## src/rtl/altitude_table_interpolator_unit_macros.svh

```systemverilog
// assertion macros shared by the altitude table interpolator rtl
`ifndef ALTITUDE_TABLE_INTERPOLATOR_UNIT_MACROS_SVH
`define ALTITUDE_TABLE_INTERPOLATOR_UNIT_MACROS_SVH

`ifndef SYNTHESIS
// condition implies check in the same cycle
`define ATIU_CHECK_SAME(label, cond, chk) \
  label: assert property (@(posedge clk) disable iff (rst) (cond) |-> (chk)) \
    else $error("same-cycle check failed");
// condition implies check in the next cycle
`define ATIU_CHECK_NEXT(label, cond, chk) \
  label: assert property (@(posedge clk) disable iff (rst) (cond) |=> (chk)) \
    else $error("next-cycle check failed");
`else
`define ATIU_CHECK_SAME(label, cond, chk)
`define ATIU_CHECK_NEXT(label, cond, chk)
`endif

`endif

```

## src/rtl/atip_pkg.sv

```systemverilog
// types, constants and breakpoint tables of the altitude table interpolator
package atip_pkg;

  localparam int STORED_POINTS = 20;
  localparam int ALT_W = 18;
  localparam int VAL_W = 24;
  localparam int OFF_W = 17;
  localparam int SEG_W = 5;
  localparam int PROD_W = VAL_W + OFF_W;
  localparam int QUO_W = VAL_W;
  localparam int STEP_W = 5;
  localparam int Q_DEPTH = 2;
  localparam int QPTR_W = 1;
  localparam int QCNT_W = QPTR_W + 1;

  typedef struct packed {
    logic             oor;
    logic [SEG_W-1:0] seg;
    logic [OFF_W-1:0] off;
  } q_entry_t;

  typedef enum logic [1:0] {
    F_IDLE,
    F_SEARCH,
    F_PUSH
  } front_state_t;

  typedef enum logic [1:0] {
    B_IDLE,
    B_MUL,
    B_DIV,
    B_FIN
  } back_state_t;

  function automatic logic signed [ALT_W-1:0] alt_pt(input logic [SEG_W-1:0] idx);
    logic signed [ALT_W-1:0] v;
    case (idx)
      5'd0:  v = 18'sd0;
      5'd1:  v = 18'sd1000;
      5'd2:  v = 18'sd2000;
      5'd3:  v = 18'sd3000;
      5'd4:  v = 18'sd4000;
      5'd5:  v = 18'sd5000;
      5'd6:  v = 18'sd6000;
      5'd7:  v = 18'sd7000;
      5'd8:  v = 18'sd8000;
      5'd9:  v = 18'sd9000;
      5'd10: v = 18'sd10000;
      5'd11: v = 18'sd15000;
      5'd12: v = 18'sd20000;
      5'd13: v = 18'sd25000;
      5'd14: v = 18'sd30000;
      5'd15: v = 18'sd40000;
      5'd16: v = 18'sd50000;
      5'd17: v = 18'sd60000;
      5'd18: v = 18'sd70000;
      5'd19: v = 18'sd80000;
      default: v = '0;
    endcase
    return v;
  endfunction

  function automatic logic [VAL_W-1:0] grav_pt(input logic [SEG_W-1:0] idx);
    logic [VAL_W-1:0] v;
    case (idx)
      5'd0:  v = 24'd9807000;
      5'd1:  v = 24'd9804000;
      5'd2:  v = 24'd9801000;
      5'd3:  v = 24'd9797000;
      5'd4:  v = 24'd9794000;
      5'd5:  v = 24'd9791000;
      5'd6:  v = 24'd9788000;
      5'd7:  v = 24'd9785000;
      5'd8:  v = 24'd9782000;
      5'd9:  v = 24'd9779000;
      5'd10: v = 24'd9776000;
      5'd11: v = 24'd9761000;
      5'd12: v = 24'd9745000;
      5'd13: v = 24'd9730000;
      5'd14: v = 24'd9715000;
      5'd15: v = 24'd9684000;
      5'd16: v = 24'd9654000;
      5'd17: v = 24'd9624000;
      5'd18: v = 24'd9594000;
      5'd19: v = 24'd9564000;
      default: v = '0;
    endcase
    return v;
  endfunction

  function automatic logic [VAL_W-1:0] dens_pt(input logic [SEG_W-1:0] idx);
    logic [VAL_W-1:0] v;
    case (idx)
      5'd0:  v = 24'd12250000;
      5'd1:  v = 24'd11120000;
      5'd2:  v = 24'd10070000;
      5'd3:  v = 24'd9093000;
      5'd4:  v = 24'd8194000;
      5'd5:  v = 24'd7364000;
      5'd6:  v = 24'd6601000;
      5'd7:  v = 24'd5900000;
      5'd8:  v = 24'd5258000;
      5'd9:  v = 24'd4671000;
      5'd10: v = 24'd4135000;
      5'd11: v = 24'd1948000;
      5'd12: v = 24'd889100;
      5'd13: v = 24'd400800;
      5'd14: v = 24'd184100;
      5'd15: v = 24'd39960;
      5'd16: v = 24'd10270;
      5'd17: v = 24'd3097;
      5'd18: v = 24'd828;
      5'd19: v = 24'd185;
      default: v = '0;
    endcase
    return v;
  endfunction

endpackage

```

## src/rtl/atip_queue.sv

```systemverilog
// two-entry queue between the search front end and the arithmetic back end
`include "altitude_table_interpolator_unit_macros.svh"
module atip_queue (
  input  logic               clk,
  input  logic               rst,
  input  logic               push_valid,
  output logic               push_ready,
  input  atip_pkg::q_entry_t push_entry,
  output logic               pop_valid,
  input  logic               pop_ready,
  output atip_pkg::q_entry_t pop_entry
);
  import atip_pkg::*;

  q_entry_t slots [Q_DEPTH];
  logic [QPTR_W-1:0] wptr, rptr;
  logic [QCNT_W-1:0] count;
  logic push, pop;

  assign push_ready = (count != QCNT_W'(Q_DEPTH));
  assign pop_valid = (count != '0);
  assign push = push_valid && push_ready;
  assign pop = pop_valid && pop_ready;
  assign pop_entry = slots[rptr];

  always_ff @(posedge clk) begin
    if (rst) begin
      wptr <= '0;
      rptr <= '0;
      count <= '0;
    end else begin
      if (push) wptr <= wptr + 1'b1;
      if (pop) rptr <= rptr + 1'b1;
      if (push && !pop) count <= count + 1'b1;
      else if (pop && !push) count <= count - 1'b1;
    end
  end

  always_ff @(posedge clk) begin
    if (push) slots[wptr] <= push_entry;
  end

  `ATIU_CHECK_SAME(a_q_count_bound, 1'b1, count <= QCNT_W'(Q_DEPTH))
  `ATIU_CHECK_SAME(a_q_empty_ptrs, count == '0, wptr == rptr)
  `ATIU_CHECK_NEXT(a_q_pop_drains, pop && !push, count == QCNT_W'($past(count) - 1'b1))

endmodule

```

## config.mk

```make
export PLATFORM = sky130hd
export DESIGN_NAME = atip_queue
export DESIGN_NICKNAME = d
export VERILOG_FILES = /design/src/rtl/atip_pkg.sv /design/src/rtl/atip_queue.sv
export VERILOG_INCLUDE_DIRS = /design/src /design/src/rtl
export SDC_FILE = /design/constraint.sdc
export NUM_CORES = 1
export LEC_CHECK = 0
export ABC_AREA = 1
export CORE_MARGIN = 4
export CORE_UTILIZATION = 55
export DETAILED_ROUTE_END_ITERATION = 16
export DONT_BUFFER_PORTS = 1
export GPL_ROUTABILITY_DRIVEN = 1
export PLACE_DENSITY = 0.72
export SLEW_MARGIN = 30
export SYNTH_ARGS = -nofsm -noshare
export SYNTH_HDL_FRONTEND = slang
export SYNTH_SLANG_ARGS = --single-unit
```

## constraint.sdc

```tcl
create_clock -name clk -period 6.4 [get_ports clk]
set_input_delay 1.92 -clock clk [delete_from_list [all_inputs] [get_ports clk]]
set_output_delay 1.92 -clock clk [all_outputs]
set_load 0.02 [all_outputs]
```

Word level (Yosys, flattened, before mapping)
Memory sizes are Yosys's and may differ from the RTL's. A register that Yosys moved wholly into a read port is not among the register bits.
Cells that the tools add are included.
{"block": "classes", "addsub": 4, "n_eq_ne": 1, "muxes": 6, "reduce_logical": 8}
{"op": "$logic_and A1 B1 Y1", "count": 4}
{"op": "$mux W1", "count": 4}
{"op": "$mux W2", "count": 2}
{"op": "$reduce_bool A2 Y1", "count": 2}
{"op": "$add A1 B1 Y1 const B", "count": 2}
{"op": "$add A2 B1 Y2 const B", "count": 1}
{"op": "$logic_not A1 Y1", "count": 2}
{"op": "$ne A2 B2 Y1 const B", "count": 1}
{"op": "$sub A2 B1 Y2 const B", "count": 1}
{"block": "word_totals", "regBits": 4, "ram_bits": 46, "input_bits": 27, "word_cells": 23, "memories": 1}
{"name": "slots", "words": 2, "word_bits": 23, "rd": 1, "rd_ports_with_merged_regs": 1, "wr": 1, "line_no": "atip_queue.sv:15", "rtl": "q_entry_t slots [Q_DEPTH];"}

Logic depth before layout (Yosys ltp)
{"block": "logic_depth", "ltp_word": 6, "ltp_mapped": 11, "ltp_nobuf": 11}

Worst setup path after synthesis
OpenSTA, ideal clock, no wires.
{"block": "synth_timing", "path_kind": "in2reg", "from": "input push_valid", "to": "memory slots[1][0] in the netlist's numbering (enable)", "setup_ns": 0.403, "t_arrival_ns": 3.002, "path_slack_ns": 2.996, "stages": 2, "path_cell_list": "nand2_1 nor2_1"}
{"block": "synth_via", "elab_chain_cells": 3}
{"item": "start, declared", "line_no": "atip_queue.sv:6", "rtl": "input logic push_valid,"}
{"item": "$logic_and A1 B1 Y1", "line_no": "atip_queue.sv:22", "rtl": "assign push = push_valid && push_ready;"}
{"item": "$mux W1", "line_no": "atip_queue.sv:40", "rtl": "if (push) slots[wptr] <= push_entry;"}
{"item": "$mux W1 (not written as such)", "line_no": "atip_queue.sv:40"}
{"item": "end, declared", "line_no": "atip_queue.sv:15"}
No other way between the ends.

==> metrics.md <==
| Metric | Value |
|---|---|
| DIE WIDTH | `66.8 um` |
| Worst slew margin | `55.6%` |
| Total GRT Usage | `13.7%` |
| Synth Net Count | `136` |
| Post-CTS resize count | `0` |
| Status | `completed` |
| Unrepaired setup endpoints after global routing | `no` |
| Clk sinks | `51` |
| Crit share post-route | `53.4%` |
| Die height | `66.8 um` |
| Yosys warns | `0` |
| Top cell family by delay on the critical path | `flip-flops` |
| Max cap viols | `0` |
| Synth Instances | `108` |
| Syn Area/Cell | `17.6 um^2` |
| Post-placement setup slack | `3.01 ns` |
| First-pass GRT wire length | `4150 um` |
| P_leak | `0.689 nW` |
| Yosys cell types | `12` |
| Final setup margin | `2.98 ns` |
| Most frequent cells in the layout | `edfxtp_1, mux2_2, nand2_1, inv_1` |
| # fillers | `260` |
| GRT busiest layer | `met2` |
| Met1 Resource Use GR | `11.4%` |
| Die area | `4460 um^2` |
| Min cycle time layout | `3.42 ns` |
| Total power per unit cell area | `405 nW/um^2` |
| GR Util met3 | `7.08%` |
| Std cell rows | `21` |
| H-tree levels | `2` |
| Crit path depth | `1` |
| CP Cell Sequence | `mux2_2` |
| Worst r2r path cells | `4` |
| CTS tree | `done` |
| Routability Congestion | `0.712` |
| Grt ovf | `0` |
| Diodes inserted | `0` |
| Layout cell share with drive strength beyond 1 | `28.9%` |
| Flops & latches, synth | `51` |
| Buffers added on ports | `0` |
| Clk slew on worst S/H paths | `0.13 ns` |
| Routed vias | `870` |
| Antenna violations before repair | `0` |
| Sequential element share of the synthesized area | `77.9%` |
| Worst-Skew Late Latency | `0.35 ns` |
| CP Capture Type | `primary output` |
| Starting DRC count in detailed routing | `83` |
| Vias in the first global route | `905` |
| Worst slew pin tran | `0.665 ns` |
| CP Class | `flop to primary output` |
| Required time of the worst setup path | `4.48 ns` |
| Core ar. | `3340 um^2` |
| Post-detail-place hpwl | `1930 um` |
| Synth Cell Area | `1900 um^2` |
| Hold path depth | `2` |
| Max Root-Sink Buffers | `2` |
| Pre-antenna DRT Iters | `3` |
| Largest net degree at the start of global routing | `24` |
| Final hold vios | `0` |
| Cell Count, Final, Fillers Out | `160` |
| M2 GR Usage | `25.4%` |
| Fmax | `0.292 GHz` |
| Ports | `52` |
| Drt wl/cell | `17.4 um` |
| Vias per std cell | `5.44` |
| Total Nets Final | `141` |
| CP peak stage delay | `0.67 ns` |
| DRC Markers | `0` |
| CP max stage cell | `dfxtp_2` |
| Commonest non-fill, non-tap cell in the layout | `edfxtp_1` |
| Final slew viol count | `0` |
| Setup Buffers After CTS | `0` |
| Cells after DPL | `152` |
| Drt total wl | `2780 um` |
| Worst path bufs/invs | `0` |
| CP Max Fanout | `23` |
| Initial Utilization | `57.0%` |
| Hold buffers post-CTS | `0` |
| Maximum VDD drop | `0.222 mV` |
| CP Launch Type | `flop` |
| Clock skew | `0.00642 ns` |
| CTS buffer count | `5` |
| Worst hold path class | `flop to flop` |
| Antenna Nets Post-Route | `0` |
| Final Setup Violations | `0` |
| Layout area overhead | `6.71%` |
| Clock tree root buffer cell | `clkbuf_4` |
| Setup TNS | `0 ns` |
| Crit path DAT | `1.50 ns` |
logic make-up (layout without fill, tap and decap cells):
logic type,Yosys count,count (layout),share of synthesized area (%)
compound gates,4,4,1.05
fa+ha+maj,1,1,0.658
buf+inv,10,16,2.76
flops,51,51,77.9
mux,23,23,13.6
simple gates,19,19,4.01
state kept, by name, indices dropped and copies added, names as in the netlist, named ones only:
signal	cells
slots	46
count	2
rptr	1
wptr	1
worst paths after layout:
check | slack (ns) | end | startpoint
setup / recovery | 2.98 | pop_entry[16] | flop
hold / removal | 0.53 | rptr$_SDFFE_PP0P_ | rptr$_SDFFE_PP0P_
setup reg to reg | 4.59 | slots[0][3]$_DFFE_PP_ | count[0]$_SDFFE_PP0P_
hold reg to reg | 0.53 | rptr$_SDFFE_PP0P_ | rptr$_SDFFE_PP0P_
report_power, final:
group | total (W) | leakage (nW) | internal, W | switching [W]
combinational | 0.000199 | 0.175 | 0.0000626 | 0.000137
sequential | 0.000451 | 0.471 | 0.000422 | 0.0000289
clock | 0.000171 | 0.0426 | 0.0000804 | 0.0000909
total | 0.000822 | 0.689 | 0.000565 | 0.000257
layer usage:
| layer | wire length [um] | vias up |
|---|---|---|
| li1 | - | 402 |
| met1 | 888 | 426 |
| met2 | 1540 | 34 |
| met3 | 293 | 8 |
| met4 | 66 | 0 |
| met5 | 0 | - |
through the flow:
| stage | total power (W) | instance area (um^2) | utilization, % | hold slack, ns |
|---|---|---|---|---|
| after CTS | 0.000832 | 2030 | 60.8 | 0.529 |
| after floorplan | 0.000631 | 1900 | - | 0.465 |
| after global routing | 0.000867 | 2030 | 60.8 | 0.569 |
| final | 0.000822 | 2030 | 60.8 | 0.531 |
| after detailed placement | 0.000663 | 1950 | 58.5 | 0.486 |
| after global placement | 0.000651 | 1940 | 58.2 | 0.481 |
Yosys cell counts:
master    instances  share of area [%]
nand3_1           2               0.53
mux2_2           23                 14
ha_1              1               0.66
nand2_1           9                1.8
buf_6             2                1.2
edfxtp_1         46                 73
a21oi_1           2               0.53
nand4_1           1               0.33
dfxtp_1           5                5.3
o21ai_0           2               0.53
nor2_1            7                1.4
inv_1             8                1.6
area by class of cell:
class | instances | area [um^2] | share of cell area [%]
Multi-Input combinational cell | 47 | 383 | 18.9
Inverter | 8 | 30.0 | 1.48
Clock inverter | 3 | 38.8 | 1.91
Clock buffer | 5 | 37.5 | 1.85
Tap cell | 46 | 57.6 | 2.84
Sequential cell | 51 | 1480 | 73.1
Power figures use the tool's default switching activity.
