### config.mk
export PLATFORM = sky130hd
export DESIGN_NAME = atip_front
export DESIGN_NICKNAME = d
export VERILOG_FILES = /design/src/rtl/altitude_table_interpolator_unit_macros.svh /design/src/rtl/atip_pkg.sv /design/src/rtl/atip_front.sv
export SDC_FILE = /design/constraint.sdc
export NUM_CORES = 1
export LEC_CHECK = 0
export BUFFER_PORTS_ARGS = -buffer_cell sky130_fd_sc_hd__buf_2
export CORE_UTILIZATION = 59
export CTS_CLUSTER_DIAMETER = 150
export DETAILED_ROUTE_END_ITERATION = 10
export PLACE_DENSITY_LB_ADDON = 0.12
export SETUP_SLACK_MARGIN = 0.3
export SLEW_MARGIN = 20
export SYNTH_ARGS = -nofsm -noshare
export SYNTH_HDL_FRONTEND = slang
export SYNTH_SLANG_ARGS = --single-unit
### constraint.sdc
create_clock -name clk -period 4.9 [get_ports clk]
set_clock_uncertainty 0.05 [all_clocks]
set_input_delay 0.98 -clock clk [delete_from_list [all_inputs] [get_ports clk]]
set_output_delay 0.98 -clock clk [all_outputs]
set_load 0.05 [all_outputs]
### src/rtl/altitude_table_interpolator_unit_macros.svh
// assertion macros shared by the altitude table interpolator rtl
`ifndef ALTITUDE_TABLE_INTERPOLATOR_UNIT_MACROS_SVH
`define ALTITUDE_TABLE_INTERPOLATOR_UNIT_MACROS_SVH

`ifndef SYNTHESIS
// condition implies check in the same cycle
`define ATIU_CHECK_SAME(label, cond, chk) \
  label: assert property (@(posedge clk) disable iff (rst) (cond) |-> (chk)) \
    else $error("same-cycle check failed");
// condition implies check in the next cycle
`define ATIU_CHECK_NEXT(label, cond, chk) \
  label: assert property (@(posedge clk) disable iff (rst) (cond) |=> (chk)) \
    else $error("next-cycle check failed");
`else
`define ATIU_CHECK_SAME(label, cond, chk)
`define ATIU_CHECK_NEXT(label, cond, chk)
`endif

`endif

### src/rtl/atip_pkg.sv
// types, constants and breakpoint tables of the altitude table interpolator
package atip_pkg;

  localparam int STORED_POINTS = 20;
  localparam int ALT_W = 18;
  localparam int VAL_W = 24;
  localparam int OFF_W = 17;
  localparam int SEG_W = 5;
  localparam int PROD_W = VAL_W + OFF_W;
  localparam int QUO_W = VAL_W;
  localparam int STEP_W = 5;
  localparam int Q_DEPTH = 2;
  localparam int QPTR_W = 1;
  localparam int QCNT_W = QPTR_W + 1;

  typedef struct packed {
    logic             oor;
    logic [SEG_W-1:0] seg;
    logic [OFF_W-1:0] off;
  } q_entry_t;

  typedef enum logic [1:0] {
    F_IDLE,
    F_SEARCH,
    F_PUSH
  } front_state_t;

  typedef enum logic [1:0] {
    B_IDLE,
    B_MUL,
    B_DIV,
    B_FIN
  } back_state_t;

  function automatic logic signed [ALT_W-1:0] alt_pt(input logic [SEG_W-1:0] idx);
    logic signed [ALT_W-1:0] v;
    case (idx)
      5'd0:  v = 18'sd0;
      5'd1:  v = 18'sd1000;
      5'd2:  v = 18'sd2000;
      5'd3:  v = 18'sd3000;
      5'd4:  v = 18'sd4000;
      5'd5:  v = 18'sd5000;
      5'd6:  v = 18'sd6000;
      5'd7:  v = 18'sd7000;
      5'd8:  v = 18'sd8000;
      5'd9:  v = 18'sd9000;
      5'd10: v = 18'sd10000;
      5'd11: v = 18'sd15000;
      5'd12: v = 18'sd20000;
      5'd13: v = 18'sd25000;
      5'd14: v = 18'sd30000;
      5'd15: v = 18'sd40000;
      5'd16: v = 18'sd50000;
      5'd17: v = 18'sd60000;
      5'd18: v = 18'sd70000;
      5'd19: v = 18'sd80000;
      default: v = '0;
    endcase
    return v;
  endfunction

  function automatic logic [VAL_W-1:0] grav_pt(input logic [SEG_W-1:0] idx);
    logic [VAL_W-1:0] v;
    case (idx)
      5'd0:  v = 24'd9807000;
      5'd1:  v = 24'd9804000;
      5'd2:  v = 24'd9801000;
      5'd3:  v = 24'd9797000;
      5'd4:  v = 24'd9794000;
      5'd5:  v = 24'd9791000;
      5'd6:  v = 24'd9788000;
      5'd7:  v = 24'd9785000;
      5'd8:  v = 24'd9782000;
      5'd9:  v = 24'd9779000;
      5'd10: v = 24'd9776000;
      5'd11: v = 24'd9761000;
      5'd12: v = 24'd9745000;
      5'd13: v = 24'd9730000;
      5'd14: v = 24'd9715000;
      5'd15: v = 24'd9684000;
      5'd16: v = 24'd9654000;
      5'd17: v = 24'd9624000;
      5'd18: v = 24'd9594000;
      5'd19: v = 24'd9564000;
      default: v = '0;
    endcase
    return v;
  endfunction

  function automatic logic [VAL_W-1:0] dens_pt(input logic [SEG_W-1:0] idx);
    logic [VAL_W-1:0] v;
    case (idx)
      5'd0:  v = 24'd12250000;
      5'd1:  v = 24'd11120000;
      5'd2:  v = 24'd10070000;
      5'd3:  v = 24'd9093000;
      5'd4:  v = 24'd8194000;
      5'd5:  v = 24'd7364000;
      5'd6:  v = 24'd6601000;
      5'd7:  v = 24'd5900000;
      5'd8:  v = 24'd5258000;
      5'd9:  v = 24'd4671000;
      5'd10: v = 24'd4135000;
      5'd11: v = 24'd1948000;
      5'd12: v = 24'd889100;
      5'd13: v = 24'd400800;
      5'd14: v = 24'd184100;
      5'd15: v = 24'd39960;
      5'd16: v = 24'd10270;
      5'd17: v = 24'd3097;
      5'd18: v = 24'd828;
      5'd19: v = 24'd185;
      default: v = '0;
    endcase
    return v;
  endfunction

endpackage

### src/rtl/atip_front.sv
// front end: takes a request, searches the breakpoint segments, queues the outcome
module atip_front #(
  parameter int TABLE_POINTS = 20
) (
  input  logic                         clk,
  input  logic                         rst,
  input  logic                         start,
  input  logic signed [atip_pkg::ALT_W-1:0] altitude,
  output logic                         busy,
  output logic                         push_valid,
  input  logic                         push_ready,
  output atip_pkg::q_entry_t           push_entry
);
  import atip_pkg::*;

  localparam int UsedPoints = (TABLE_POINTS > STORED_POINTS) ? STORED_POINTS :
                              ((TABLE_POINTS < 2) ? 2 : TABLE_POINTS);
  localparam logic [SEG_W-1:0] LastSeg = SEG_W'(UsedPoints - 2);

  front_state_t state, state_next;
  logic signed [ALT_W-1:0] alt;
  logic [SEG_W-1:0] seg;
  q_entry_t ent;
  logic signed [ALT_W-1:0] d0, d1;
  logic hit;
  logic [ALT_W-1:0] off_full;

  assign d0 = alt_pt(seg);
  assign d1 = alt_pt(SEG_W'(seg + 1'b1));
  assign hit = (alt >= d0) && (alt <= d1);
  assign off_full = alt - d0;

  always_comb begin
    state_next = state;
    case (state)
      F_IDLE:   if (start) state_next = F_SEARCH;
      F_SEARCH: if (hit || seg == LastSeg) state_next = F_PUSH;
      F_PUSH:   if (push_ready) state_next = F_IDLE;
      default:  state_next = F_IDLE;
    endcase
  end

  always_comb begin
    busy = (state != F_IDLE);
    push_valid = (state == F_PUSH);
    push_entry = ent;
  end

  always_ff @(posedge clk) begin
    if (rst) begin
      state <= F_IDLE;
    end else begin
      state <= state_next;
    end
  end

  always_ff @(posedge clk) begin
    case (state)
      F_IDLE: begin
        if (start) begin
          alt <= altitude;
          seg <= '0;
        end
      end
      F_SEARCH: begin
        if (hit) begin
          ent.oor <= 1'b0;
          ent.seg <= seg;
          ent.off <= off_full[OFF_W-1:0];
        end else if (seg == LastSeg) begin
          ent.oor <= 1'b1;
          ent.seg <= '0;
          ent.off <= '0;
        end else begin
          seg <= seg + 1'b1;
        end
      end
      default: begin
      end
    endcase
  end

endmodule

### Word level (Yosys, flattened, before mapping)

Memories as Yosys holds them, arrays and structs flattened. A register that Yosys moved wholly into a read port is not among the register bits.
Cells that the tools add are included.

| word-level totals | value |
|---|---|
| register bits after elaboration | 48 |
| ROM bits | 896 |
| bits of input ports | 22 |
| word-level logic and storage cells | 41 |
| memories kept | 2 |

| cells by class | value |
|---|---|
| $add $sub $neg | 2 |
| order comparisons | 2 |
| equal/unequal tests | 8 |
| multiplexer cells | 11 |
| reductions and logical operators | 10 |

Memory list:

| name | depth | width | rd ports | clocked after Yosys merged registers in | wr ports | line | RTL |
|---|---|---|---|---|---|---|---|
| (name not given) | 32 | 14 | 1 | 0 | 0 | atip_pkg.sv:37 | `case (idx)` |
| (name not given) | 32 | 14 | 1 | 1 | 0 | atip_pkg.sv:37 |  |

Operators with widths:

| cell | number |
|---|---|
| $mux W23 | 1 |
| $mux W22 | 1 |
| $mux W5 | 4 |
| $ge A18 B18 Y1 | 1 |
| $le A18 B18 Y1 | 1 |
| $sub A17 B17 Y17 | 1 |
| $pmux W5 S2 | 1 |
| $ne A2 B2 Y1 const B | 4 |
| $mux W2 | 3 |
| $pmux W2 S3 | 1 |
| $reduce_bool A2 Y1 | 3 |
| $add A5 B1 Y5 const B | 1 |
| $eq A5 B5 Y1 const B | 1 |
| $reduce_and A2 Y1 | 2 |
| $reduce_and A4 Y1 | 1 |
| $reduce_and A3 Y1 | 1 |
| $eq A2 B1 Y1 const B | 1 |
| $eq A2 B2 Y1 const B | 1 |
| $logic_not A2 Y1 | 1 |
| $ne A2 B1 Y1 const B | 1 |
| $logic_and A1 B1 Y1 | 1 |
| $logic_or A1 B1 Y1 | 1 |

### Longest topological paths before layout

An unclocked memory read counts as a cell.

| logic depth | value |
|---|---|
| word-level depth | 7 |
| depth in mapped cells | 24 |
| gate-level depth less buffers | 22 |

### Least setup slack after synthesis

OpenSTA, ideal clock, no wires.

| timing path | value |
|---|---|
| kind | reg2reg |
| from | register seg[0] |
| to | register d0[7] (netlist name) |
| library setup time | 0.130 ns |
| arrival time | 4.254 ns |
| data required time | 4.720 ns |
| path slack | 0.466 ns |
| cell stages (with the launch flop) | 23 |
| path buffers | 2 |
| period minus slack after synthesis | 4.434 ns |
| cell sequence | edfxtp_1 clkbuf_1 inv_1 ha_1 or2_2 o211ai_1 o21ai_0 a22oi_1 ha_1 o21ai_0 nor2_1 o31ai_1 a221oi_2 nor2_1 inv_1 buf_6 a32oi_1 inv_1 ha_1 inv_1 a21oi_1 o211ai_1 o211ai_1 |

| on the way | value |
|---|---|
| word-level cells in the longest chain between the ends | 7 |
| elaborated cells on any way between the ends | 12 |

Ends and longest elaborated chain:

| what | line | RTL |
|---|---|---|
| start, declared | atip_front.sv:22 | `logic [SEG_W-1:0] seg;` |
| start signal, assigned | atip_front.sv:75 | `seg <= seg + 1'b1;` |
| $add A5 B1 Y5 | atip_front.sv:29, atip_front.sv:75 |  |
| $mem_v2 Z32 W14 | -- |  |
| $le A18 B18 Y1 | atip_front.sv:30 | `assign hit = (alt >= d0) && (alt <= d1);` |
| $logic_and A1 B1 Y1 | atip_front.sv:30 |  |
| $ne A2 B2 Y1 (no source line) | -- |  |
| $reduce_and A4 Y1 (no source line) | -- |  |
| $mux W5 (no source line) * | -- |  |

Mark *: on every way between the ends. The rest lies on a longest branch, timed or not. The select of a mux whose other input is x is not followed.
A chain may end at the register's enable or synchronous reset.

### Worst setup path after layout

| timing path | value |
|---|---|
| from | register seg[0] |
| to | register d0[7] (netlist name) |

| on the way | value |
|---|---|
| word-level cells in the longest chain between the ends | 7 |
| elaborated cells on any way between the ends | 12 |

Ends and longest elaborated chain:

| what | line |
|---|---|
| $add A5 B1 Y5 | atip_front.sv:29, atip_front.sv:75 |
| $mem_v2 Z32 W14 | -- |
| $le A18 B18 Y1 | atip_front.sv:30 |
| $logic_and A1 B1 Y1 | atip_front.sv:30 |
| $ne A2 B2 Y1 (no source line) | -- |
| $reduce_and A4 Y1 (no source line) | -- |
| $mux W5 (no source line) * | -- |

Marks and branches as above.

==> impl.org <==
** Worst setup path
- Number of cells on the worst reg-to-reg path :: 24
- Crit path kind :: reg -> reg
- Crit. End Element :: flop
- Register-to-register setup slack :: 460 ps
- Data required time at the worst endpoint :: 5070 ps
- Source of the worst register-to-register timing path :: seg[0]$_DFFE_PN_
- Startpoint class of the critical path :: flop
- Endpoint of the lowest-slack register-to-register path :: d0[7]$_DFF_P_
- Along the worst path, the maximum fanout reaches 14.
- At the worst endpoint, the arrival time is 4610 ps.

** Clocking
- Hold-fix buffers, CTS :: 0
- Clock slew at reported path FFs :: 70 ps
- For the worst-skew pair, the clock arrives at the later sink with an insertion delay of 350 ps.
- Number of sinks handled by clock tree synthesis :: 62
- The number of clock buffers added by TritonCTS is 9.
- Total number of H-tree levels :: 3
- TritonCTS clock tree :: done
- The tree is rooted in a clkbuf_8.
- Longest Clk Path Bufs :: 2

** STA
- The final critical path takes up 90.7% of the cycle.
- Fmax :: 0.225 GHz
- Setup repair after global routing left no endpoint under its margin.
- At the pin with the least slew margin, the transition time is 518 ps.
- After layout, the worst setup slack is 455 ps.
- Final critical delay including setup and external delays :: 4440 ps
- The number of pins with negative max-slew slack in the final report came to 0.
- Final count of hold timing violations :: 0
- TNS Setup :: 0 ps
- Across all hold checks on the routed design, the worst slack comes to 541 ps.
- Remaining max-slew budget at the tightest pin :: 65.3%
- Setup violations remaining at the end of the flow were counted as 0.

** Logic synthesis
- Summing every instance area after synthesis gives 4240 um^2.
- Sequential elements use 40.2% of the synthesized area.
- In this run, synthesis produced a sequential element count of 62.
- The synthesized design spends more area on one cell type than any other, namely edfxtp_1.
- The share of synthesized area in the top cell type comes to 32.6%.
- In the synthesized netlist the async set-or-reset flop fraction comes to 0%.
- In this run, distinct cell masters in the synthesized netlist total 73.
- Nets in the synthesized netlist :: 496
- Synthesis produced a netlist whose cell count is 429.
- Synth top area cells :: edfxtp_1, ha_1, dfxtp_1
- In this run, synthesis inferred 46 flip-flops with an integrated enable.
- Synth Warn # :: 0
- Per-instance average area after synthesis :: 9.87 um^2
- Most used flip-flop cell after synthesis :: edfxtp_1

** Global route
- The number of antenna violations at the first check in global routing came to 0.
- After global routing the overflow that remains totals 0.
- Global-route wire length before repair :: 17.1 mm
- Entering global routing, the biggest net connects 25 pins.
- The via count of the first global-routing pass is 3508.
- Across every metal layer, demand over resource in global routing totals 30.3%.

** Cells and area
- Share of final-layout standard cells stronger than drive strength 1 :: 26.1%
- The library cells used most frequently in the layout, excluding fill and tap cells, are edfxtp_1, buf_2, ha_1.
- Area growth from synthesis to layout :: 18.5%
- For this run, the share of the core covered by cells in the final layout is 73.1%.
- Number of nets in the finished design :: 572
- Antenna diode instance count :: 0
- Leaving out filler cells and counting taps, the final layout contains 606.

** Floorplanning
- The floorplan step set the die height to 86.7 um.
- Core Area :: 6870 um^2
- I/O Pins :: 47
- The floorplan step defined a die boundary enclosing 7520 um^2.
- Number of cell rows :: 30
- Horizontal die dimension :: 86.7 um
- Effective utilization at floorplan :: 61.7%

** Power and ir drop
- For this design the ratio of total power to cell area is 492 nW/um^2.
- Lkg Pwr :: 2.12 nW
- Worst vdd ir :: 0.295 mV

** Drt
- The count of nets left with antenna violations once routing finished came out at 0.
- Using the TritonRoute via totals, the vias-per-cell ratio works out to 5.99.
- Final Routed Wirelength :: 10.7 mm
- DRC marker count from the first detailed-route iteration :: 245
- Total number of vias :: 3631
- After detailed routing, the average wire length per cell comes to 17.7 um.
- Length of the first detailed-routing pass in iterations :: 5
- After detailed routing, the number of remaining DRC violations is 0.

** Hold path
- Worst Hold Endpoint :: push_entry[2]$_SDFFCE_PN0P_
- Along the worst hold path, the cell count comes to 1.
- The tightest min-delay check is of the reg -> reg type.
- Hold Startpoint :: alt[2]$_DFFE_PP_

** Run status
- The flow ran to the end, and the final reports show no timing, DRC or antenna violations.

** Place
- DP HPWL :: 8.09 mm
- Timing analysis after detailed placement gives a worst setup slack of 97.5 ps.
- Routability-driven placement finished with a final weighted congestion of 0.958.
- Number of input and output port buffers inserted :: 46
- Count of placed standard cells including taps :: 581

** Flow run
- Max-cap violations in this run came to 0.
==> metrics by stage <==
stage	power (mW)	cell area (um^2)
3_3_place_gp	1.96	4680
4_1_cts	2.38	4880
3_5_place_dp	1.99	4680
6_report	2.47	5020
2_1_floorplan	1.67	4240
5_1_grt	2.64	5020
==> power by group <==
part	internal [mW]	total, mW	switching [mW]
clock	0.179	0.376	0.197
sequential	0.675	0.728	0.0532
combinational	0.539	1.36	0.825
==> worst max path at each step <==
| stage | startpoint | endpoint | slack [ps] | cells past startpoint |
|---|---|---|---|---|
| after global placement | seg[1]$_DFFE_PN_ | d0[7]$_DFF_P_ | 170 | 21 |
| after CTS | seg[1]$_DFFE_PN_ | d0[8]$_DFF_P_ | 370 | 21 |
| after floorplan | seg[0]$_DFFE_PN_ | d0[7]$_DFF_P_ | 470 | 22 |
| after global routing | seg[0]$_DFFE_PN_ | d0[8]$_DFF_P_ | 240 | 22 |
| after detailed placement | seg[1]$_DFFE_PN_ | d0[7]$_DFF_P_ | 100 | 21 |
| final | seg[0]$_DFFE_PN_ | d0[7]$_DFF_P_ | 460 | 24 |
==> area by class of cell <==
type,instances,area (um^2)
tap,96,120
sequential,62,1700
clock buffer,11,131
fill,494,1850
inverter,39,158
multi-input combinational,316,2410
clock inverter,5,26.3
timing repair buffer,77,475
==> Yosys cell counts (6+ instances only) <==
cell type and count:
nor2_1 32, dfxtp_1 16, inv_1 38, edfxtp_1 46, nor3_1 18, nand3_1 17
ha_1 44, mux2i_1 7, nand2_1 31, a21o_1 6, a21oi_1 32, o21ai_0 22
and3_1 9
==> kinds of logic (layout without fill, tap and decap cells) <==
| kind of cell | Yosys count | after routing | share of synthesized area, % |
|---|---|---|---|
| fa+ha+maj | 45 | 45 | 13.5 |
| mux | 8 | 8 | 1.92 |
| flops | 62 | 62 | 40.2 |
| compound gates | 116 | 116 | 19.9 |
| buf+inv | 51 | 132 | 5.52 |
| simple gates | 138 | 138 | 17.2 |
| xor+xnor | 9 | 9 | 1.86 |
==> critical path: stages, from the launching register on <==
cell and delay, ps:
edfxtp_1 460, buf_4 180, ha_4 170, inv_1 60
ha_1 300, buf_12 190, nor2_1 180, nand2_1 70
a21oi_1 140, a21oi_1 60, ha_1 290, nand3b_1 90
a21oi_1 80, o31ai_2 320, a221oi_2 120, buf_4 180
nor2_1 170, inv_2 110, a32oi_4 370, inv_2 140
ha_1 220, inv_1 70, a21oi_1 40, o211ai_1 150
o211ai_1 110
==> timing repair <==
item,4_1_cts,5_1_grt
gates resized for setup,1,23
pin swaps,2,5
buffers inserted,5,4
endpoints found under the setup margin,8,13
==> sequential cells by signal, summed over array words and instances (netlist names) <==
register and cells:
alt 18, state 2, push_entry 23, d0 14, seg 5
==> layer usage <==
metal | track usage [%] | up-vias | part of all wire (%)
li1 | - | 1746 | -
met1 | 37.5 | 1698 | 42
met2 | 50.7 | 151 | 49
met3 | 7.71 | 36 | 5.9
met4 | 12.1 | 0 | 2.9
met5 | 0 | - | 0
(Power assumes the default switching activity.)
