**src/rtl/altitude_table_interpolator_unit_macros.svh**
```systemverilog
// assertion macros shared by the altitude table interpolator rtl
`ifndef ALTITUDE_TABLE_INTERPOLATOR_UNIT_MACROS_SVH
`define ALTITUDE_TABLE_INTERPOLATOR_UNIT_MACROS_SVH

`ifndef SYNTHESIS
// condition implies check in the same cycle
`define ATIU_CHECK_SAME(label, cond, chk) \
  label: assert property (@(posedge clk) disable iff (rst) (cond) |-> (chk)) \
    else $error("same-cycle check failed");
// condition implies check in the next cycle
`define ATIU_CHECK_NEXT(label, cond, chk) \
  label: assert property (@(posedge clk) disable iff (rst) (cond) |=> (chk)) \
    else $error("next-cycle check failed");
`else
`define ATIU_CHECK_SAME(label, cond, chk)
`define ATIU_CHECK_NEXT(label, cond, chk)
`endif

`endif

```
**src/rtl/atip_pkg.sv**
```systemverilog
// types, constants and breakpoint tables of the altitude table interpolator
package atip_pkg;

  localparam int STORED_POINTS = 20;
  localparam int ALT_W = 18;
  localparam int VAL_W = 24;
  localparam int OFF_W = 17;
  localparam int SEG_W = 5;
  localparam int PROD_W = VAL_W + OFF_W;
  localparam int QUO_W = VAL_W;
  localparam int STEP_W = 5;
  localparam int Q_DEPTH = 2;
  localparam int QPTR_W = 1;
  localparam int QCNT_W = QPTR_W + 1;

  typedef struct packed {
    logic             oor;
    logic [SEG_W-1:0] seg;
    logic [OFF_W-1:0] off;
  } q_entry_t;

  typedef enum logic [1:0] {
    F_IDLE,
    F_SEARCH,
    F_PUSH
  } front_state_t;

  typedef enum logic [1:0] {
    B_IDLE,
    B_MUL,
    B_DIV,
    B_FIN
  } back_state_t;

  function automatic logic signed [ALT_W-1:0] alt_pt(input logic [SEG_W-1:0] idx);
    logic signed [ALT_W-1:0] v;
    case (idx)
      5'd0:  v = 18'sd0;
      5'd1:  v = 18'sd1000;
      5'd2:  v = 18'sd2000;
      5'd3:  v = 18'sd3000;
      5'd4:  v = 18'sd4000;
      5'd5:  v = 18'sd5000;
      5'd6:  v = 18'sd6000;
      5'd7:  v = 18'sd7000;
      5'd8:  v = 18'sd8000;
      5'd9:  v = 18'sd9000;
      5'd10: v = 18'sd10000;
      5'd11: v = 18'sd15000;
      5'd12: v = 18'sd20000;
      5'd13: v = 18'sd25000;
      5'd14: v = 18'sd30000;
      5'd15: v = 18'sd40000;
      5'd16: v = 18'sd50000;
      5'd17: v = 18'sd60000;
      5'd18: v = 18'sd70000;
      5'd19: v = 18'sd80000;
      default: v = '0;
    endcase
    return v;
  endfunction

  function automatic logic [VAL_W-1:0] grav_pt(input logic [SEG_W-1:0] idx);
    logic [VAL_W-1:0] v;
    case (idx)
      5'd0:  v = 24'd9807000;
      5'd1:  v = 24'd9804000;
      5'd2:  v = 24'd9801000;
      5'd3:  v = 24'd9797000;
      5'd4:  v = 24'd9794000;
      5'd5:  v = 24'd9791000;
      5'd6:  v = 24'd9788000;
      5'd7:  v = 24'd9785000;
      5'd8:  v = 24'd9782000;
      5'd9:  v = 24'd9779000;
      5'd10: v = 24'd9776000;
      5'd11: v = 24'd9761000;
      5'd12: v = 24'd9745000;
      5'd13: v = 24'd9730000;
      5'd14: v = 24'd9715000;
      5'd15: v = 24'd9684000;
      5'd16: v = 24'd9654000;
      5'd17: v = 24'd9624000;
      5'd18: v = 24'd9594000;
      5'd19: v = 24'd9564000;
      default: v = '0;
    endcase
    return v;
  endfunction

  function automatic logic [VAL_W-1:0] dens_pt(input logic [SEG_W-1:0] idx);
    logic [VAL_W-1:0] v;
    case (idx)
      5'd0:  v = 24'd12250000;
      5'd1:  v = 24'd11120000;
      5'd2:  v = 24'd10070000;
      5'd3:  v = 24'd9093000;
      5'd4:  v = 24'd8194000;
      5'd5:  v = 24'd7364000;
      5'd6:  v = 24'd6601000;
      5'd7:  v = 24'd5900000;
      5'd8:  v = 24'd5258000;
      5'd9:  v = 24'd4671000;
      5'd10: v = 24'd4135000;
      5'd11: v = 24'd1948000;
      5'd12: v = 24'd889100;
      5'd13: v = 24'd400800;
      5'd14: v = 24'd184100;
      5'd15: v = 24'd39960;
      5'd16: v = 24'd10270;
      5'd17: v = 24'd3097;
      5'd18: v = 24'd828;
      5'd19: v = 24'd185;
      default: v = '0;
    endcase
    return v;
  endfunction

endpackage

```
**src/rtl/atip_back.sv**
```systemverilog
// back end: scales the segment deltas and divides both tables with a serial divider
`include "altitude_table_interpolator_unit_macros.svh"
module atip_back (
  input  logic                         clk,
  input  logic                         rst,
  input  logic                         pop_valid,
  output logic                         pop_ready,
  input  atip_pkg::q_entry_t           pop_entry,
  output logic                         done,
  output logic [atip_pkg::VAL_W-1:0]   gravity,
  output logic [atip_pkg::VAL_W-1:0]   air_density,
  output logic                         out_of_range
);
  import atip_pkg::*;

  back_state_t state, state_next;
  q_entry_t ent;
  logic [STEP_W-1:0] step;
  logic [OFF_W-1:0] span;
  logic gneg, dneg;
  logic [PROD_W-1:0] remg, remd;
  logic [QUO_W-1:0] qg, qd;
  logic fin;

  logic signed [ALT_W-1:0] d0, d1;
  logic [ALT_W-1:0] span_full;
  logic [VAL_W-1:0] g0, g1, r0g, r0d, r1d;
  logic [VAL_W:0] gdiff, ddiff;
  logic [VAL_W-1:0] gmag, dmag;
  logic [PROD_W-1:0] span_sh;
  logic g_ge, d_ge;
  logic [VAL_W-1:0] g_res, d_res;

  // segment ends of the latched entry
  assign d0 = alt_pt(ent.seg);
  assign d1 = alt_pt(SEG_W'(ent.seg + 1'b1));
  assign span_full = d1 - d0;
  assign g0 = grav_pt(ent.seg);
  assign g1 = grav_pt(SEG_W'(ent.seg + 1'b1));
  assign r0g = g0;
  assign r0d = dens_pt(ent.seg);
  assign r1d = dens_pt(SEG_W'(ent.seg + 1'b1));
  assign gdiff = {1'b0, g1} - {1'b0, g0};
  assign ddiff = {1'b0, r1d} - {1'b0, r0d};
  assign gmag = gdiff[VAL_W] ? VAL_W'(-gdiff) : gdiff[VAL_W-1:0];
  assign dmag = ddiff[VAL_W] ? VAL_W'(-ddiff) : ddiff[VAL_W-1:0];

  // restoring division, one quotient bit per cycle, highest bit first
  assign span_sh = PROD_W'(span) << step;
  assign g_ge = (remg >= span_sh);
  assign d_ge = (remd >= span_sh);

  // quotients are magnitudes, so truncation is toward zero
  assign g_res = gneg ? (r0g - qg) : (r0g + qg);
  assign d_res = dneg ? (r0d - qd) : (r0d + qd);

  always_comb begin
    state_next = state;
    case (state)
      B_IDLE: if (pop_valid) state_next = B_MUL;
      B_MUL: begin
        if (ent.oor || span_full == '0) state_next = B_FIN;
        else state_next = B_DIV;
      end
      B_DIV:   if (step == '0) state_next = B_FIN;
      B_FIN:   state_next = B_IDLE;
      default: state_next = B_IDLE;
    endcase
  end

  always_comb begin
    pop_ready = (state == B_IDLE);
    fin = (state == B_FIN);
  end

  always_ff @(posedge clk) begin
    if (rst) begin
      state <= B_IDLE;
      done <= 1'b0;
    end else begin
      state <= state_next;
      done <= fin;
    end
  end

  always_ff @(posedge clk) begin
    case (state)
      B_IDLE: begin
        if (pop_valid) ent <= pop_entry;
      end
      B_MUL: begin
        span <= span_full[OFF_W-1:0];
        gneg <= gdiff[VAL_W];
        dneg <= ddiff[VAL_W];
        remg <= PROD_W'(gmag) * PROD_W'(ent.off);
        remd <= PROD_W'(dmag) * PROD_W'(ent.off);
        qg <= '0;
        qd <= '0;
        step <= STEP_W'(QUO_W - 1);
      end
      B_DIV: begin
        if (g_ge) remg <= remg - span_sh;
        if (d_ge) remd <= remd - span_sh;
        qg <= {qg[QUO_W-2:0], g_ge};
        qd <= {qd[QUO_W-2:0], d_ge};
        step <= step - 1'b1;
      end
      B_FIN: begin
        if (ent.oor) begin
          gravity <= '0;
          air_density <= '0;
        end else if (span_full == '0) begin
          // degenerate segment gives its first value
          gravity <= r0g;
          air_density <= r0d;
        end else begin
          gravity <= g_res;
          air_density <= d_res;
        end
        out_of_range <= ent.oor;
      end
      default: begin
      end
    endcase
  end

  `ATIU_CHECK_SAME(a_oor_zero, done, !out_of_range || (gravity == '0 && air_density == '0))
  `ATIU_CHECK_NEXT(a_done_single, done, !done)
  `ATIU_CHECK_NEXT(a_div_ends, state == B_DIV && step == '0, state == B_FIN)

endmodule
```
**config.mk**
```make
export PLATFORM = sky130hd
export DESIGN_NAME = atip_back
export DESIGN_NICKNAME = d
export VERILOG_FILES = /design/src/rtl/atip_pkg.sv /design/src/rtl/atip_back.sv
export VERILOG_INCLUDE_DIRS = /design/src /design/src/rtl
export SDC_FILE = /design/constraint.sdc
export NUM_CORES = 2
export LEC_CHECK = 0
export ABC_AREA = 1
export ABC_CLOCK_PERIOD_IN_PS = 13500
export BUFFER_PORTS_ARGS = -buffer_cell sky130_fd_sc_hd__buf_2
export CORE_UTILIZATION = 24
export CTS_CLUSTER_SIZE = 20
export DETAILED_ROUTE_END_ITERATION = 8
export PLACE_DENSITY_LB_ADDON = 0.12
export SYNTH_ARGS = -nofsm -noshare
export SYNTH_HDL_FRONTEND = slang
export SYNTH_MEMORY_MAX_BITS = 65536
export SYNTH_SLANG_ARGS = --single-unit
export TNS_END_PERCENT = 1
```
**constraint.sdc**
```tcl
create_clock -name clk -period 13.5 [get_ports clk]
set_input_delay 1.35 -clock clk [delete_from_list [all_inputs] [get_ports clk]]
set_output_delay 1.35 -clock clk [all_outputs]
set_load 0.01 [all_outputs]
```
# Yosys cells after proc, flatten, opt, wreduce, memory -nomap -nowiden
# Memories as Yosys holds them, arrays and structs flattened. A register that Yosys moved wholly into a read port is not among the register bits.
# Cells that the tools add are included.
[op_classes]
addsub = 13
n_mul = 2
magnitude_cmp = 2
eq_ne = 7
shift = 1
mux = 20
n_reduce_logical = 9
[op_table]
columns = ["op", "n"]
rows = [
  ["$pmux 41 s2", 2],
  ["$mux 24", 6],
  ["$pmux 24 s2", 2],
  ["$ge 41x41->1", 2],
  ["$mul 24x17->41", 2],
  ["$mux 41", 2],
  ["$sub 41x41->41", 2],
  ["$sub 24x24->25", 2],
  ["$add 24x24->24", 2],
  ["$neg 24->24", 2],
  ["$sub 24x24->24", 2],
  ["$shl 17x5->41", 1],
  ["$logic_not 18->1", 1],
  ["$sub 18x18->18", 1],
  ["$mux 5", 3],
  ["$pmux 5 s2", 1],
  ["$ne 2x2->1 const B", 4],
  ["$pmux 2 s4", 1],
  ["$reduce_and 2->1", 4],
  ["$add 5x1->5 const B", 1],
  ["$logic_not 5->1", 1],
  ["$sub 5x1->5 const B", 1],
  ["$eq 2x2->1 const B", 2],
  ["$mux 2", 2],
  ["other kinds (5)", 5],
]
[totals]
regBits = 229
rom_bits = 3584
input_bits = 26
output_inout_bits = 51
word_cells = 76
memories = 6
[mem_list]
columns = ["memory", "depth", "word_bits", "rd", "rd_clocked_by_memory_dff", "wr", "line_no", "text"]
rows = [
  ["(name not given)", 32, 24, 1, 0, 0, "atip_pkg.sv:93", "case (idx)"],
  ["(name not given)", 32, 24, 1, 1, 0, "atip_pkg.sv:93", ""],
  ["(name not given)", 32, 18, 1, 0, 0, "atip_pkg.sv:65", "case (idx)"],
  ["(name not given)", 32, 18, 1, 1, 0, "atip_pkg.sv:65", ""],
  ["(name not given)", 32, 14, 1, 0, 0, "atip_pkg.sv:37", "case (idx)"],
  ["(name not given)", 32, 14, 1, 1, 0, "atip_pkg.sv:37", ""],
]

# Logic depth before layout (Yosys ltp)
# An unclocked memory read counts as a cell.
[depth]
word_depth = 7
mapped_depth = 55
depth_no_buf = 53

# Least setup slack after synthesis
# No wires, ideal clock.
[synth_path]
path_type = "register -> register"
from = "register ent[18] in the netlist's numbering"
to = "register remg[36] (data pin)"
setup_time_ps = 261
arrival_ps = 8623
required_time_ps = 13239
slack_ps = 4616
path_stages_with_launch = 49
path_buffers = 3
synth_period_minus_slack_ps = 8884
cell_sequence = "edfxtp_1 ha_1 inv_1 ha_1 clkbuf_1 clkbuf_1 nand2_1 nand2_1 nand2_1 nand2_1 a31o_2 ha_1 inv_1 fa_1 nand2_1 nand2_1 o21ai_2 xor2_1 (+13 left out) inv_1 fa_1 fa_1 inv_1 fa_1 fa_1 ha_1 nand2_1 nor2_1 inv_1 o21ai_0 a21oi_1 o21ai_0 nand2_1 nand2_1 nand2_1 nand3_1 o21ai_0"
[synth_via]
elab_chain_len = 7
[synth_lines]
columns = ["item", "line_no", "text"]
rows = [
  ["start: declaration", "atip_back.sv:17", "q_entry_t ent;"],
  ["start signal: assignment", "atip_back.sv:89", "if (pop_valid) ent <= pop_entry;"],
  ["$add 5x1->5 *", "atip_back.sv:39", "assign g1 = grav_pt(SEG_W'(ent.seg + 1'b1));"],
  ["$mem_v2 32x18 *", "--", ""],
  ["$sub 24x24->25 *", "atip_back.sv:43", "assign gdiff = {1'b0, g1} - {1'b0, g0};"],
  ["$neg 24->24", "atip_back.sv:45", "assign gmag = gdiff[VAL_W] ? VAL_W'(-gdiff) : gdiff[VAL_W-1:0];"],
  ["$mux 24 *", "atip_back.sv:45", ""],
  ["$mul 24x17->41 *", "atip_back.sv:95", "remg <= PROD_W'(gmag) * PROD_W'(ent.off);"],
  ["$pmux 41 s2 *", "atip_back.sv:87", "case (state)"],
  ["end signal: assignment", "atip_back.sv:95", ""],
  ["end signal: assignment", "atip_back.sv:102", "if (g_ge) remg <= remg - span_sh;"],
  ["end: declaration", "atip_back.sv:21", "logic [PROD_W-1:0] remg, remd;"],
]
# Mark *: on every way between the ends. The rest lies on a longest branch, timed or not.
# A chain may end at the register's enable or synchronous reset.

# Worst setup path after layout
[layout_path]
from = "register ent[17] in the netlist's numbering"
to = "register remd[23] (data pin)"
[layout_via]
elab_chain_len = 7
[layout_lines]
columns = ["item", "line_no", "text"]
rows = [
  ["$add 5x1->5 *", "atip_back.sv:42", "assign r1d = dens_pt(SEG_W'(ent.seg + 1'b1));"],
  ["$mem_v2 32x24 *", "--", ""],
  ["$sub 24x24->25 *", "atip_back.sv:44", "assign ddiff = {1'b0, r1d} - {1'b0, r0d};"],
  ["$neg 24->24", "atip_back.sv:46", "assign dmag = ddiff[VAL_W] ? VAL_W'(-ddiff) : ddiff[VAL_W-1:0];"],
  ["$mux 24 *", "atip_back.sv:46", ""],
  ["$mul 24x17->41 *", "atip_back.sv:96", "remd <= PROD_W'(dmag) * PROD_W'(ent.off);"],
  ["$pmux 41 s2 *", "atip_back.sv:87", ""],
  ["end signal: assignment", "atip_back.sv:96", ""],
  ["end signal: assignment", "atip_back.sv:103", "if (d_ge) remd <= remd - span_sh;"],
  ["end: declaration", "atip_back.sv:21", ""],
]
# Marks and branches as above.

==> results.py <==
metrics = {
    "outcome": {
        "outcome": "completed",
    },
    "logic_synthesis": {
        "synth_xor_area_frac": 0.0223,
        "synthesis.instances": 7139,
        "muxShareOfSynthArea": 0.000975,
        "async_reset_ff_frac": 0,
        "synth.distinct_cells": 69,
        "synth_warnings": 0,
        "ys_seq_area_frac": 0.150,
        "synth_edf_count": 218,
        "yosys_most_used_dff": "edfxtp_1",
        "synth_top_family_by_area": "adder cells",
        "syn_area_per_cell_um2": 7.19,
        "yosys.area_share.simple": 0.230,
        "syn-cell-area_um2": 51300,
        "synthAdderAreaFrac": 0.350,
        "ys_ff_latch": 276,
        "synth_compound_area_frac": 0.122,
    },
    "routing": {
        "ant_nets": 0,
        "drtIter0Drc": 3153,
        "post_drt_wl_per_cell_um": 21.6,
        "num_vias": 46800,
        "drc_errors": 0,
        "wl_um": 216000,
        "via_per_inst": 4.67,
        "dr.pass1.iters": 5,
    },
    "layout": {
        "fin_area_um2": 56600,
        "syn2layout_area_growth_pct": 10.2,
        "post-route-util": 0.267,
        "final_net_count": 8242,
        "drive_gt1_frac": 0.0511,
    },
    "floorplan": {
        "pin_count": 77,
        "core_area_um2": 212000,
        "fp.dieH_um": 464,
        "start_util": 0.242,
        "die_x_um": 464,
        "dieArea_um2": 216000,
        "rows": 169,
    },
    "timing": {
        "clock_skew_ns": 0.0341,
        "timing.fmax_mhz": 83.5,
        "tns_ns": 0,
        "fin_crit_ns": 11.98,
        "finalSetupViolCount": 0,
        "tightest_slew_ns": 1.24,
        "finalMaxSlewViolations": 0,
        "hold_violations": 0,
        "rsz0062_at_grt": "false",
        "maxSlewHeadroom": 0.163,
        "timing.final.crit_share": 0.887,
    },
    "global_routing": {
        "grt_most_used_layer": "met2",
        "grt_first_pass_wirelength_um": 320000,
        "grt_max_degree": 62,
        "grt_usage": 0.197,
        "grt_util_met2": 0.337,
        "grt_pass1_vias": 48000,
        "use_met3": 0.0148,
        "grtUsageMet1": 0.271,
        "antenna_found_initial": 5,
        "gr-total-overflow": 0,
    },
    "cts": {
        "cts-resized-gates": 0,
        "numCtsBuffers": 43,
        "holdBufCountCts": 0,
        "postCtsSetupBuffers": 0,
        "cts_root_buf": "clkbuf_16",
        "clock_path_buffers": 3,
        "clk_pin_slew_worst_paths_ns": 0.06,
        "cts_tree": "built",
        "ctsHtreeMaxLevel": 2,
        "clock-sinks": 276,
        "clock_latency_ns": 0.66,
    },
    "setup_path": {
        "critPathRequiredTime_ns": 13.87,
        "cp_common_cell": "inv_1",
        "cp_slowest_cell": "o21ai_0",
        "r2r_cells": 45,
        "arrival_ns": 12.35,
        "crit_path_end_kind": "register",
        "slowest_delay_ns": 0.70,
        "criticalPathCategory": "register to register",
        "critPathLaunchType": "register",
        "critPathMaxFanout": 14,
    },
    "placement": {
        "gp_congestion": 0.913,
        "hpwl_um": 176000,
        "postPlaceCellArea_um2": 55100,
        "port_buffers": 76,
    },
    "worst_hold_path": {
        "holdPathStages": 2,
        "hold_class": "register to register",
    },
    "flow_run": {
        "maxCapViolations": 0,
    },
}
[layout make-up]
class | instances | area, um2
clock inverter | 25 | 244
clock buffer | 54 | 1210
multi-input combinational | 5202 | 37300
timing repair buffer | 165 | 1050
antenna | 2 | 5.00
sequential | 276 | 7710
fill | 23800 | 156000
inverter | 1464 | 5500
tap | 2821 | 3530
[cell families (layout without fill, tap and decap cells)]
family | count (synthesis) | after routing
AND/OR/NAND/NOR | 2854 | 2854
buffers and inverters | 1676 | 1708
AO/OA/AOI/OAI | 1133 | 1133
adder cells (fa/ha/maj) | 1064 | 1064
flip-flops | 276 | 276
XOR/XNOR | 129 | 129
multiplexers | 5 | 5
other | 2 | 19
[final timing paths]
path | startpoint | endpoint | slack [ns]
worst max-delay path | ent[17]$_DFFE_PP_ | remd[23]$_DFFE_PP_ | 1.52
worst min-delay path | qd[2]$_SDFFCE_PN0P_ | qd[3]$_SDFFCE_PN0P_ | 0.55
worst max register to register | ent[17]$_DFFE_PP_ | remd[23]$_DFFE_PP_ | 1.52
worst min register to register | qd[2]$_SDFFCE_PN0P_ | qd[3]$_SDFFCE_PN0P_ | 0.55
[synthesized netlist by cell type (4+ instances only)]
| library cell | n | area share |
|---|---|---|
| nand2_1 | 1612 | 0.12 |
| inv_1 | 1426 | 0.10 |
| nor2_1 | 733 | 0.054 |
| fa_1 | 618 | 0.24 |
| a21oi_1 | 498 | 0.049 |
| ha_1 | 446 | 0.11 |
| o21ai_0 | 399 | 0.039 |
| nand3_1 | 230 | 0.022 |
| edfxtp_1 | 218 | 0.13 |
| clkbuf_1 | 158 | 0.012 |
| xor2_1 | 93 | 0.016 |
| nand4_1 | 83 | 0.010 |
| dfxtp_1 | 58 | 0.023 |
| nor3_1 | 45 | 0.0044 |
| nand2_2 | 42 | 0.0051 |
| o21bai_1 | 36 | 0.0053 |
| a31oi_1 | 35 | 0.0043 |
| xnor2_1 | 34 | 0.0058 |
| buf_2 | 31 | 0.0030 |
| a21o_1 | 28 | 0.0041 |
| nand3b_1 | 25 | 0.0037 |
| clkinv_1 | 19 | 0.0014 |
| inv_2 | 19 | 0.0014 |
| nor4_1 | 19 | 0.0023 |
| a21boi_0 | 15 | 0.0022 |
| o211ai_1 | 15 | 0.0022 |
| o21a_1 | 14 | 0.0020 |
| or2_2 | 14 | 0.0017 |
| a211oi_1 | 13 | 0.0019 |
| nor2_2 | 12 | 0.0015 |
| a221oi_1 | 11 | 0.0019 |
| buf_1 | 11 | 0.00080 |
| o31ai_1 | 11 | 0.0016 |
| nand3_2 | 9 | 0.0018 |
| o22ai_1 | 9 | 0.0011 |
| buf_4 | 8 | 0.0012 |
| nand2_4 | 7 | 0.0015 |
| o21ai_1 | 7 | 0.00068 |
| o221ai_1 | 7 | 0.0012 |
| o32ai_1 | 7 | 0.0012 |
| mux2i_1 | 5 | 0.00097 |
| nor2_4 | 5 | 0.0011 |
| o2111ai_1 | 5 | 0.00085 |
| o311ai_0 | 5 | 0.00085 |
| and2_1 | 4 | 0.00049 |
[flip-flops by register name, indices dropped and copies added, names as in the netlist]
register / cells
out_of_range: 1
done: 1
gneg: 1
qd: 24
gravity: 24
r0d: 24
dneg: 1
state: 2
d0: 14
g0: 17
step: 5
remg: 38
remd: 39
span: 14
ent: 23
qg: 24
air_density: 24
[layer usage]
| layer | wire [um] | vias to the layer above | share of wire |
|---|---|---|---|
| met5 | 12 | - | 0.000056 |
| met2 | 103000 | 928 | 0.48 |
| met3 | 6940 | 189 | 0.032 |
| met4 | 4660 | 2 | 0.022 |
| li1 | - | 22400 | - |
| met1 | 101000 | 23200 | 0.47 |
[cell usage in the layout (no fill, tap or decap), drive strengths merged, types with 85 or more instances in the layout]
cell type	count
edfxtp	218
buf	165
ha	446
fa	618
nand3	242
a21oi	500
o21ai	409
nand4	85
nand2	1661
xor2	93
nor2	750
inv	1451
[critical path, delay by kind of cell, from the launching register on]
kind            cells  cell delay [ns]
fa+ha+maj          10             4.44
compound gates      9             2.95
flops               1             0.64
buf+inv            13             2.06
simple gates       13             1.56
[stage by stage]
stage | hold slack (ns) | setup slack, ns | std cells
5_1_grt | 0.577 | 0.722 | 10000
6_report | 0.547 | 1.52 | 10000
2_1_floorplan | 0.424 | 4.62 | 7154
3_5_place_dp | 0.531 | 1.51 | 9928
4_1_cts | 0.546 | 1.48 | 10000
3_3_place_gp | 0.522 | 1.27 | 9928
Power is left out: the tool's default activity adds up to more than one toggle a clock period on the data nets, which glitch-free logic cannot reach.
